## config.mk

```make
export PLATFORM = sky130hd
export DESIGN_NAME = hvt_div_stage
export DESIGN_NICKNAME = d
export VERILOG_FILES = /design/src/design/hvt_pkg.sv /design/src/design/hvt_div_stage.sv
export SDC_FILE = /design/constraint.sdc
export NUM_CORES = 1
export LEC_CHECK = 0
export BUFFER_PORTS_ARGS = -buffer_cell sky130_fd_sc_hd__buf_4
export CAP_MARGIN = 20
export CORE_AREA = 2 2 314 316
export DETAILED_ROUTE_END_ITERATION = 10
export DIE_AREA = 0 0 316 318
export PLACE_DENSITY = 0.46
export SYNTH_ARGS = -nofsm -noshare
export SYNTH_HDL_FRONTEND = slang
export SYNTH_SLANG_ARGS = --single-unit
```

## constraint.sdc

```tcl
create_clock -name clk -period 3.85 [get_ports clk]
set_input_delay 0.9625 -clock clk [delete_from_list [all_inputs] [get_ports clk]]
set_output_delay 0.9625 -clock clk [all_outputs]
set_load 0.02 [all_outputs]
```

## src/design/hvt_pkg.sv

```systemverilog
// hvt_pkg: shared types and constants for the homogeneous vertex transform.
// No dependencies.
package hvt_pkg;

  localparam int CoefW  = 16;
  localparam int CoordW = 32;
  localparam int ProdW  = 48;
  localparam int RowW   = 50;
  localparam int MagW   = 48;
  localparam int QW     = 32;
  localparam int NumDivSteps = 32;
  localparam int CfgIdxW = 3;

  localparam logic [63:0] ResetCol0 = 64'h0000_0000_0000_1000;
  localparam logic [63:0] ResetCol1 = 64'h0000_0000_1000_0000;
  localparam logic [63:0] ResetCol2 = 64'h0000_1000_0000_0000;
  localparam logic [63:0] ResetCol3 = 64'h1000_0000_0000_0000;

  localparam logic [CfgIdxW-1:0] RegCol0 = 3'd0;
  localparam logic [CfgIdxW-1:0] RegCol1 = 3'd1;
  localparam logic [CfgIdxW-1:0] RegCol2 = 3'd2;
  localparam logic [CfgIdxW-1:0] RegCol3 = 3'd3;

  localparam logic [1:0] StatusOk    = 2'd0;
  localparam logic [1:0] StatusSat   = 2'd1;
  localparam logic [1:0] StatusWZero = 2'd2;

  localparam logic [QW-1:0] QMaxPos = 32'h7FFF_FFFF;
  localparam logic [QW-1:0] QMaxNeg = 32'h8000_0000;

  typedef struct packed {
    logic signed [RowW-1:0] r0;
    logic signed [RowW-1:0] r1;
    logic signed [RowW-1:0] r2;
    logic signed [RowW-1:0] r3;
  } rows_t;

  typedef struct packed {
    logic [MagW-1:0] rem;
    logic [QW-1:0]   nlo;
    logic [QW-1:0]   q;
    logic            neg;
    logic            ovf;
    logic            npos;
    logic            nneg;
  } lane_t;

  typedef struct packed {
    lane_t [2:0]     lane;
    logic [MagW-1:0] d;
    logic            wz;
    logic            last;
  } div_item_t;

endpackage

```

## src/design/hvt_div_stage.sv

```systemverilog
// hvt_div_stage: one registered restoring-division step for three lanes.
// Depends on hvt_pkg.
module hvt_div_stage import hvt_pkg::*; (
  input  logic      clk,
  input  logic      rst,
  input  logic      ce,
  input  logic      valid_in,
  input  div_item_t item_in,
  output logic      valid_out,
  output div_item_t item_out
);

  div_item_t item_next;
  logic [MagW:0] trial [3];

  always_comb begin
    item_next = item_in;
    for (int l = 0; l < 3; l++) begin
      trial[l] = {item_in.lane[l].rem, item_in.lane[l].nlo[QW-1]};
      item_next.lane[l].nlo = {item_in.lane[l].nlo[QW-2:0], 1'b0};
      if (trial[l] >= {1'b0, item_in.d}) begin
        item_next.lane[l].rem = MagW'(trial[l] - {1'b0, item_in.d});
        item_next.lane[l].q = {item_in.lane[l].q[QW-2:0], 1'b1};
      end else begin
        item_next.lane[l].rem = trial[l][MagW-1:0];
        item_next.lane[l].q = {item_in.lane[l].q[QW-2:0], 1'b0};
      end
    end
  end

  always_ff @(posedge clk) begin
    if (rst) begin
      valid_out <= 1'b0;
    end else if (ce) begin
      valid_out <= valid_in;
    end
  end

  always_ff @(posedge clk) begin
    if (ce) begin
      item_out <= item_next;
    end
  end

endmodule

```

== Yosys cells after proc, flatten, opt, wreduce, memory -nomap -nowiden ==
Cells that the tools add are included.

* $add $sub $neg: 3
* Multiply operators: 0
* Div/mod/pow operators: 0
* Order comparisons: 3
* Equal/unequal tests: 0
* Shift-type cells: 0
* Muxes and demuxes: 6
* Bitwise logic cells: 0
* Reductions and logical operators: 0

{| class="wikitable"
|+ Operator list
! cell !! count
|-
| $ge A49 B48 Y1 || 3
|-
| $mux W48 || 3
|-
| $sub A48 B48 Y48 || 3
|-
| $mux W1 || 3
|}

* Register bits: 396
* Latch bits: 0
* RAM bits: 0
* Memory bits (read-only): 0
* Input port bits: 402
* Output and inout bits: 399
* Memories: 0

== Longest topological paths before layout ==
* Depth in word-level cells: 2
* Mapped depth: 16
* Mapped depth without buffers: 12

== Worst setup path before layout ==
Ideal clock, no wire load.

* Path kind: input -> register
* From: input port item_in[8] (netlist name)
* To: register item_out[268] (netlist name) (data pin)
* Library setup time: 0.260 ns
* Arrival: 3.382 ns
* Slack: 0.208 ns
* Stages: 13
* Path buffers: 2
* Cells stage by stage: inv_1 ha_1 a21oi_1 nand2_1 o21ai_1 o211a_1 o211ai_2 and3_4 o311a_4 nor2_4 buf_6 buf_8 mux2_4

{| class="wikitable"
|+ RTL lines
! element !! RTL line !! source
|-
| start: declaration || hvt_div_stage.sv:8 || <nowiki>input div_item_t item_in,</nowiki>
|-
| end signal: assignment || hvt_div_stage.sv:41 || <nowiki>item_out <= item_next;</nowiki>
|-
| end: declaration || hvt_div_stage.sv:10 || <nowiki>output div_item_t item_out</nowiki>
|}

==> metrics.txt <==
Critical Path AT 4220 ps; Final Non-Filler Cells 4588; async set-reset flop share out of synthesis 0%; largest family of logic cells by synthesized area compound AO/OA/AOI/OAI gates; TritonCTS Buffers 49; adder-cell area share of the yosys netlist 8.07%; Root Driver clkbuf_16; r2r endpoint valid_out$_SDFFE_PP0P_; worst setup margin 132 ps; worst slack at placement -495 ps; hold worst-path end valid_out$_SDFFE_PP0P_; Post-route DRC 0; die width 316 µm; crit path from item_in[15]; hold_ws 477 ps; final net count 3805; final setup violation count 0; EDFF count, synth 395; period utilization 96.6%; Core Box Area 0.0974 mm²; crit path max fanout 4; Post-Synth Simple-Gate Area 11.2%; Primary FF master, synth edfxtp_1; WL/cell 25.0 µm; vias per cell 4.65; die area 0.100 mm²; Pins Over Slew Limit 0; cell depth of the worst hold path 2; setup tns final 0 ps; cell taking the most area after synthesis edfxtp_1; grt total ovfl 0; Port Buffer Count 794; hpwl dp 96.8 mm; CTS tree built; Worst-Margin Slew 787 ps; Power, Total 15.4 mW; Yosys cell types 109; Hold Vio Cnt, Final 0; setup bufs post-CTS 0; placed insts 4492; proportion of layout cells with a drive suffix above 1 45.7%; fillers 9734; initial antenna violation count 17; sequential cell area fraction in the yosys report 51.5%; post-synthesis mux area share 4.49%; syn avg cell area 11.5 µm²; CP max-delay cell a311oi_1; hold crit path type in -> reg; Synth area leaders edfxtp_1 51%, ha_1 7.8%, a21oi_1 3.1%; FF-to-FF Start valid_out$_SDFFE_PP0P_; Hold Path Origin rst; crit path launch type primary input; slowest stage delay, CP 470 ps; worst clock skew 0 ps; post-cts hold buffer count 0; leak pwr 16.1 nW; Mapped Area 0.0231 mm²; f_max 269 MHz; CP top delay family compound AO/OA/AOI/OAI gates; Setup crit end kind flip-flop; flops & latches, synth 396; max-cap violations 0; Synth Instances 1999; total number of yosys warnings 0; pwr dens 429 mW/mm²; H-tree levels 2; number of global-route vias before repair 22200; # resized after CTS 0; clock transition at the registers of the reported paths 60 ps; global placement routability congestion 0.902; Crit Path Category in -> reg; row count 115; Synth Area in Compound Gates 16.8%; XOR/XNOR share of the synthesized area 4.29%; post-layout util 36.9%; I/O pin cnt 801; largest net degree at the start of global routing 75; outcome complete, no violations; first-pass GRT wire length 157 mm; number of DRC markers in iteration 0 1234; fin area 0.0359 mm²; Max Buffers Root-to-Sink 3; vias 21300; Initial Utilization 23.7%; Synth top area share 51.4%; Post-Route WL 115 mm; Peak VDD IR 0.336 mV; Final min period 3720 ps; Req. time, crit path 4350 ps; Die Span Y 318 µm; clock latency on the worst-skew pair 630 ps; RSZ-0062 raised after global routing no; max_slew headroom 47.6%; area of placed instances 0.0342 mm²; depth of the worst register-to-register path 2; most used cell, CP buf_4; crit path cell chain buf_4 > inv_1 > ha_1 > buf_4 > nand3_1 > o21ai_0 > o2111ai_1 > a21boi_0 > buf_4 > o21bai_1 > nand2_1 > buf_4 > a21o_1 > a311oi_1 > mux2_4; Area growth syn-to-layout 55.6%; CP bufs+invs 5; remaining antenna violation count after routing 0; Sink Count 396; Tot GR Track Use 21.8%; drt pass-1 iters 5; Reg2Reg Setup Slack 3270 ps
-- cell families (layout without fill, tap and decap cells) --
| logic type | Yosys count | after routing |
|---|---|---|
| adder cells (fa/ha/maj) | 147 | 147 |
| XOR/XNOR | 113 | 113 |
| other | 1 | 8 |
| AND/OR/NAND/NOR | 511 | 511 |
| flip-flops | 396 | 396 |
| multiplexers | 81 | 81 |
| buffers and inverters | 176 | 1471 |
| AO/OA/AOI/OAI | 574 | 574 |
-- where the power goes --
part           switching, mW  internal [mW]  leakage (nW)
logic                   2.61           2.22          11.4
registers              0.174           5.33          3.87
clock network           2.11           2.97         0.827
total                   4.89           10.5          16.1
-- cells in the final DEF (no fill, tap or decap), types with 9 or more instances in the layout --
cell type / Yosys / routed
o31ai_1: 15 / 15
mux2_2: 37 / 37
a31oi_1: 26 / 26
a21o_1: 92 / 92
a21oi_1: 142 / 141
xnor2_1: 67 / 67
xor2_1: 46 / 46
edfxtp_1: 395 / 395
inv_1: 87 / 87
o21ai_0: 125 / 125
a21oi_2: 13 / 13
a211oi_1: 15 / 15
clkbuf_16: 0 / 49
nand2b_1: 27 / 27
nand4_1: 40 / 40
and3_1: 27 / 27
buf_12: 3 / 21
nor2b_1: 21 / 21
bufinv_16: 0 / 9
buf_4: 7 / 1269
o21bai_1: 27 / 27
nor2_1: 92 / 92
and2_1: 15 / 15
ha_1: 144 / 144
o211ai_1: 11 / 11
nor3_1: 32 / 32
nand2_1: 157 / 157
nand3_1: 45 / 45
mux2_4: 36 / 36
-- worst register-to-register path, cell delays in order (launching register included) --
cell and delay [ps]:
dfxtp_1 310, mux2i_1 120, nor2_1 50
-- sequential cells by signal, summed over array words and instances (netlist names) --
register,flops
item_out,395
valid_out,1
-- cell type report --
class	count	area, µm²	area share [%]
inverter	89	342	0.951
tap	1287	1610	4.48
timing repair buffer	1291	9960	27.7
antenna	5	12.5	0.0348
clock buffer	54	1240	3.47
sequential	396	11900	33.1
multi-input combinational	1429	10400	28.9
clock inverter	37	488	1.36
-- synth_stat cells (32+ instances only) --
cell type,count
a21o_1,92
edfxtp_1,395
o21ai_0,125
mux2_2,37
nor3_1,32
ha_1,144
xnor2_1,67
nor2_1,92
inv_1,87
nand2_1,157
a21oi_1,142
xor2_1,46
mux2_4,36
nand3_1,45
clkbuf_1,41
nand4_1,40
-- metal layers --
metal / GRT usage (%) / part of all wire [%] / up-vias
met5: 0 / 0.099 / -
met2: 41.0 / 52 / 654
li1: - / - / 10100
met1: 23.5 / 38 / 10400
met3: 5.14 / 6.2 / 135
met4: 7.76 / 3.6 / 20
-- worst max-delay path by stage --
stage          slack, ps                       to  cells after the start
6_report             130  item_out[152]$_DFFE_PP_                     15
5_1_grt               20  item_out[392]$_DFFE_PP_                     13
4_1_cts              160  item_out[162]$_DFFE_PP_                     16
3_5_place_dp        -490  item_out[397]$_DFFE_PP_                     15
3_3_place_gp        -520  item_out[162]$_DFFE_PP_                     15
2_1_floorplan        210  item_out[268]$_DFFE_PP_                     13
No activity file was read; power rests on OpenSTA's default activity.
